`src/rtl/core/mbmf_pkg.sv`:
```
package mbmf_pkg;

    localparam int CFG_IDX_BITS = 3;
    localparam int CFG_DATA_BITS = 16;

    typedef enum logic [CFG_IDX_BITS-1:0] {
        REG_OUT_COLS = 3'd0,
        REG_OUT_ROWS = 3'd1,
        REG_WIN_ROWS = 3'd2,
        REG_WIN_COLS = 3'd3,
        REG_CHANNELS = 3'd4
    } t_reg_idx;

    typedef enum logic [6:0] {
        ST_IDLE  = 7'b0000001,
        ST_STORE = 7'b0000010,
        ST_RD    = 7'b0000100,
        ST_ACC   = 7'b0001000,
        ST_DIV   = 7'b0010000,
        ST_NEXT  = 7'b0100000,
        ST_OUT   = 7'b1000000
    } t_state;

    typedef struct packed {
        logic store;
        logic clr;
        logic rd;
        logic acc;
        logic div_start;
        logic div_step;
        logic div_done;
    } t_cmd;

    typedef struct packed {
        logic emit;
        logic last_tap;
        logic div_last;
    } t_sts;

endpackage

```
`src/rtl/core/mbmf_ctrl.sv`:
```
module mbmf_ctrl (
    input  logic            i_clk,
    input  logic            i_rst_n,
    input  logic            i_in_fire,
    input  logic            i_out_fire,
    input  mbmf_pkg::t_sts  i_sts,
    output mbmf_pkg::t_cmd  o_cmd,
    output logic            o_in_ready,
    output logic            o_out_valid
);
    mbmf_pkg::t_state r_state, n_state;

    always_ff @(posedge i_clk) begin
        if (!i_rst_n) begin
            r_state <= mbmf_pkg::ST_IDLE;
        end else begin
            r_state <= n_state;
        end
    end

    always_comb begin
        n_state = r_state;
        o_cmd = '0;
        unique case (r_state)
            mbmf_pkg::ST_IDLE: begin
                if (i_in_fire) n_state = mbmf_pkg::ST_STORE;
            end
            mbmf_pkg::ST_STORE: begin
                o_cmd.store = 1'b1;
                o_cmd.clr = 1'b1;
                n_state = i_sts.emit ? mbmf_pkg::ST_RD : mbmf_pkg::ST_NEXT;
            end
            mbmf_pkg::ST_RD: begin
                o_cmd.rd = 1'b1;
                n_state = mbmf_pkg::ST_ACC;
            end
            mbmf_pkg::ST_ACC: begin
                o_cmd.acc = 1'b1;
                if (i_sts.last_tap) begin
                    n_state = mbmf_pkg::ST_DIV;
                    o_cmd.div_start = 1'b1;
                end else begin
                    n_state = mbmf_pkg::ST_RD;
                end
            end
            mbmf_pkg::ST_DIV: begin
                o_cmd.div_step = 1'b1;
                if (i_sts.div_last) begin
                    o_cmd.div_done = 1'b1;
                    n_state = mbmf_pkg::ST_OUT;
                end
            end
            mbmf_pkg::ST_NEXT: begin
                n_state = mbmf_pkg::ST_IDLE;
            end
            mbmf_pkg::ST_OUT: begin
                if (i_out_fire) n_state = mbmf_pkg::ST_IDLE;
            end
            default: n_state = mbmf_pkg::ST_IDLE;
        endcase
    end

    assign o_in_ready  = (r_state == mbmf_pkg::ST_IDLE);
    assign o_out_valid = (r_state == mbmf_pkg::ST_OUT);
endmodule

```
`config.mk`:
```
export PLATFORM = sky130hd
export DESIGN_NAME = mbmf_ctrl
export DESIGN_NICKNAME = d
export VERILOG_FILES = /design/src/rtl/core/mbmf_pkg.sv /design/src/rtl/core/mbmf_ctrl.sv
export SDC_FILE = /design/constraint.sdc
export NUM_CORES = 1
export LEC_CHECK = 0
export ABC_AREA = 1
export ABC_CLOCK_PERIOD_IN_PS = 2200
export BUFFER_PORTS_ARGS = -buffer_cell sky130_fd_sc_hd__clkbuf_2
export CORE_AREA = 2 2 43 45
export CTS_CLUSTER_DIAMETER = 30
export DETAILED_ROUTE_END_ITERATION = 10
export DIE_AREA = 0 0 45 47
export PLACE_DENSITY = 0.57
export SETUP_SLACK_MARGIN = 0.3
export SYNTH_ARGS = -nofsm -noshare
export SYNTH_HDL_FRONTEND = slang
export SYNTH_SLANG_ARGS = --single-unit
```
`constraint.sdc`:
```
create_clock -name i_clk -period 2.2 [get_ports i_clk]
set_input_delay 0.44 -clock i_clk [delete_from_list [all_inputs] [get_ports i_clk]]
set_output_delay 0.44 -clock i_clk [all_outputs]
set_load 0.005 [all_outputs]
```
# Word-level counts from Yosys, hierarchy flattened
# Index checks and enable logic that the tools add are counted.
# word_totals
register_bits	7
inputBits	7
output_inout_bits	9
elab_cells	23
# op_classes
n_eq_ne	9
mux	12
reduce_logical	1
# op_table
cell	n
one-hot mux 7 bit (6 select lines)	1
2-to-1 mux 7 bit	3
== test 7 x 1 -> 1 bit, second input constant	1
== test 7 x 2 -> 1 bit, second input constant	1
== test 7 x 3 -> 1 bit, second input constant	1
== test 7 x 4 -> 1 bit, second input constant	1
== test 7 x 5 -> 1 bit, second input constant	1
== test 7 bit, second input constant	1
2-to-1 mux 2 bit	3
2-to-1 mux 6 bit	1
!= test 2 bit, second input constant	3
2-to-1 mux 5 bit	1
2-to-1 mux 1 bit	3
AND reduction 3 bit	1

# Logic depth before layout (Yosys ltp)
# depth
word_depth	3
ltp_mapped	8

# Worst setup path before layout
# No wires, ideal clock.
# synth_path
path_kind	flip-flop to output port
from	reg r_state[5]
to	out o_cmd[4] in the netlist's numbering
arrival_time_ns	0.808
path_slack_ns	0.952
stages_incl_launch_ff	7
path_buffers	1
path_cell_list	dfxtp_1 > inv_2 > nand2_2 > nor2_4 > nand3_1 > inv_1 > buf_4
# synth_lines
element	line_no	text
from (decl)	mbmf_ctrl.sv:11	mbmf_pkg::t_state r_state, n_state;
from (signal assigned)	mbmf_ctrl.sv:15	r_state <= mbmf_pkg::ST_IDLE;
from (signal assigned)	mbmf_ctrl.sv:17	r_state <= n_state;
to (decl)	mbmf_ctrl.sv:7	output mbmf_pkg::t_cmd o_cmd,

==> run_results.csv <==
group,metric,value,unit
run_status,status,"finished clean",
synthesis,mappedNetlistNets,78,
synthesis,synth_flop_cell,"dfxtp_1",
sta,max_slew_margin,0.8422,
clock_tree,insertion_delay,0.25,ns
synthesis,netlist_area,459.2,um2
synthesis,ys_seq_area_frac,0.3052,
die,boundaryPins,16,
clock_tree,hold_buffers,0,
min_path,hold_class,"in -> reg",
die,dieWidth,45,um
route,vias,460,
critical_path,path_cells,"inv_2 > nand2_2 > nor2_2 > nand2_1 > nor2_1 > clkbuf_2",
global_routing,grt_pass1_wl,1580,um
die,row_count,15,
critical_path,path_delay_family,"simple AND/OR/NAND/NOR gates",
global_routing,antenna_found_initial,0,
critical_path,crit_buf_inv,2,
sta,finalCritPeriodShare,0.7448,
synthesis,synth_cells,71,
clock_tree,cts_setup_buffers,0,
placed_design,gp_congestion,0.7260,
sta,finClkSkew,0.003893,ns
critical_path,critPathLaunchType,"flop",
critical_path,slowest_stage,"dfxtp_1",
route,dr.first_iter.drc_count,4,
sta,tightest_slew,0.2365,ns
clock_tree,cts_inserted_buffers,3,
critical_path,crit_path_end_kind,"primary output",
job,cap_viol_max_count,0,
route,post_drt_wl_per_cell,8.800,um
route,wirelength,924,um
synthesis,synthArstFlopShare,0,
cells_and_area,largestRegisters,"r_state: 7 flops",
synthesis,synth.distinct_cells,15,
route,drt.antenna.violating_nets,0,
cells_and_area,diodes,0,
sta,finalSetupTns,0,ns
critical_path,crit_required,1.76,ns
cells_and_area,drive_gt1_frac,0.4886,
critical_path,crit_arrival,1.20,ns
cells_and_area,largest_register_ffs,7,
synthesis,synth_enable_flop_cells,0,
global_routing,grt_usage,0.1045,
clock_tree,cts_max_level,1,
sta,period_needed,1.639,ns
die,dieArea,2115,um2
cells_and_area,nets,96,
critical_path,critPathKind,"reg -> out",
power_and_ir_drop,p_leak,0.3183,nW
synthesis,ys_warn_count,0,
route,routed_via_density,4.381,
clock_tree,cts_tree,"built",
synthesis,ys_ff_latch,7,
route,drc_errors,0,
global_routing,grt_max_degree,7,
sta,final_hold_viol_count,0,
placed_design,dpl.hpwl,786,um
route,first_pass_iters,4,
clock_tree,clk_pin_slew,0.05,ns
clock_tree,cts-root-buf,"clkbuf_4",
critical_path,path_max_fanout,4,
synthesis,synth_top_area_share,0.3052,
critical_path,max_stage_delay,0.33,ns
synthesis,yosys-top-cells-count,"12 x nand2_1, 9 x inv_2, 9 x nor2_1, 8 x inv_1, 7 x dfxtp_1",
sta,final-max-slew-violation-count,0,
synthesis,yosysTopAreaCell,"dfxtp_1",
die,die_h,47,um
cells_and_area,synthToLayoutAreaGrowth,23.43,%
clock_tree,max-clock-path-buffers,2,
die,start_util,0.2780,
clock_tree,cts.sinks,7,
sta,grt_setup_unrepaired,"no",
power_and_ir_drop,power-per-cell-area,652.0,nW/um2
synthesis,syn_area_per_cell,6.467,um2
global_routing,overflow,0,
sta,worst_hold_slack,0.3678,ns
global_routing,grt_pass1_vias,408,
clock_tree,ctsResizeCount,0,
synthesis,synth_area_leaders,"dfxtp_1 31%, nand2_1 9.8%, nand2_2 8.2%",
sta,fmax,610.3,MHz
cells_and_area,max_flop_register,"r_state",
power_and_ir_drop,worst_ir_drop_vdd,0.2338,mV
critical_path,r2r_slack,1.11,ns
sta,setup_viol,0,
synthesis,yosys.cell_count.top_type,"nand2_1",
die,coreArea,1652,um2
placed_design,io_buffers,15,
-- stage by stage --
| step | util | worst slack [ns] | power, mW | cell area [um2] | std cells |
|---|---|---|---|---|---|
| after detailed placement | 0.3273 | 0.8178 | 0.2559 | 540.5 | 101 |
| after global placement | 0.3273 | 0.8361 | 0.2550 | 540.5 | 101 |
| after CTS | 0.3432 | 0.5418 | 0.3741 | 566.8 | 105 |
| after global routing | 0.3432 | 0.4596 | 0.3972 | 566.8 | 105 |
| final | 0.3432 | 0.5614 | 0.3695 | 566.8 | 105 |
| after floorplan | - | 0.9515 | 0.2279 | 459.2 | 71 |
-- per-layer routing --
metal / share of wire / wire length, um / vias up / GRT usage
met5: 0 / 0 / - / 0
met4: 0.017 / 16 / 0 / 0.07059
met3: 0.068 / 63 / 3 / 0.02692
met2: 0.46 / 422 / 17 / 0.1657
met1: 0.46 / 421 / 199 / 0.1247
li1: - / - / 241 / -
-- placed cells by master (no fill, tap or decap) --
cell and count:
inv_2 9, clkbuf_1 1, inv_1 8, nand3_2 2, dfxtp_1 7, nand2_2 6
clkbuf_2 15, a21oi_2 1, a21oi_1 1, nand3_1 5, clkbuf_4 3, a211oi_2 1
nor3_1 2, nor2_1 9, nor2_4 1, nor2_2 5, nand2_1 12
-- report_power, final --
group	internal (mW)	switching [mW]	leakage (nW)	total [mW]
registers	0.137	0.00928	0.0569	0.146
logic	0.0409	0.0658	0.246	0.107
clock network	0.0692	0.0476	0.0150	0.117
-- final timing paths --
check	startpoint	to	depth (start not counted)
max	r_state[1]	o_cmd[0]	6
min reg2reg	r_state[4]	r_state[4]	4
min	i_sts[2]	r_state[5]	2
max reg2reg	r_state[3]	r_state[0]	8
-- layout make-up --
cell class / count / area, um2
multi-input cells: 45 / 240.2
well taps: 17 / 21.27
clock buffers: 4 / 26.28
flip-flops and latches: 7 / 140.1
fillers: 188 / 1085
inverters: 17 / 63.81
repair buffers: 15 / 75.07
-- logic make-up (layout without fill, tap and decap cells) --
| logic type | Yosys count | after routing | share of synthesized area |
|---|---|---|---|
| flops | 7 | 7 | 0.3052 |
| simple gates | 42 | 42 | 0.4659 |
| buf+inv | 19 | 36 | 0.1716 |
| compound gates | 3 | 3 | 0.05721 |
Note: power is estimated with default switching activity, not from simulation.
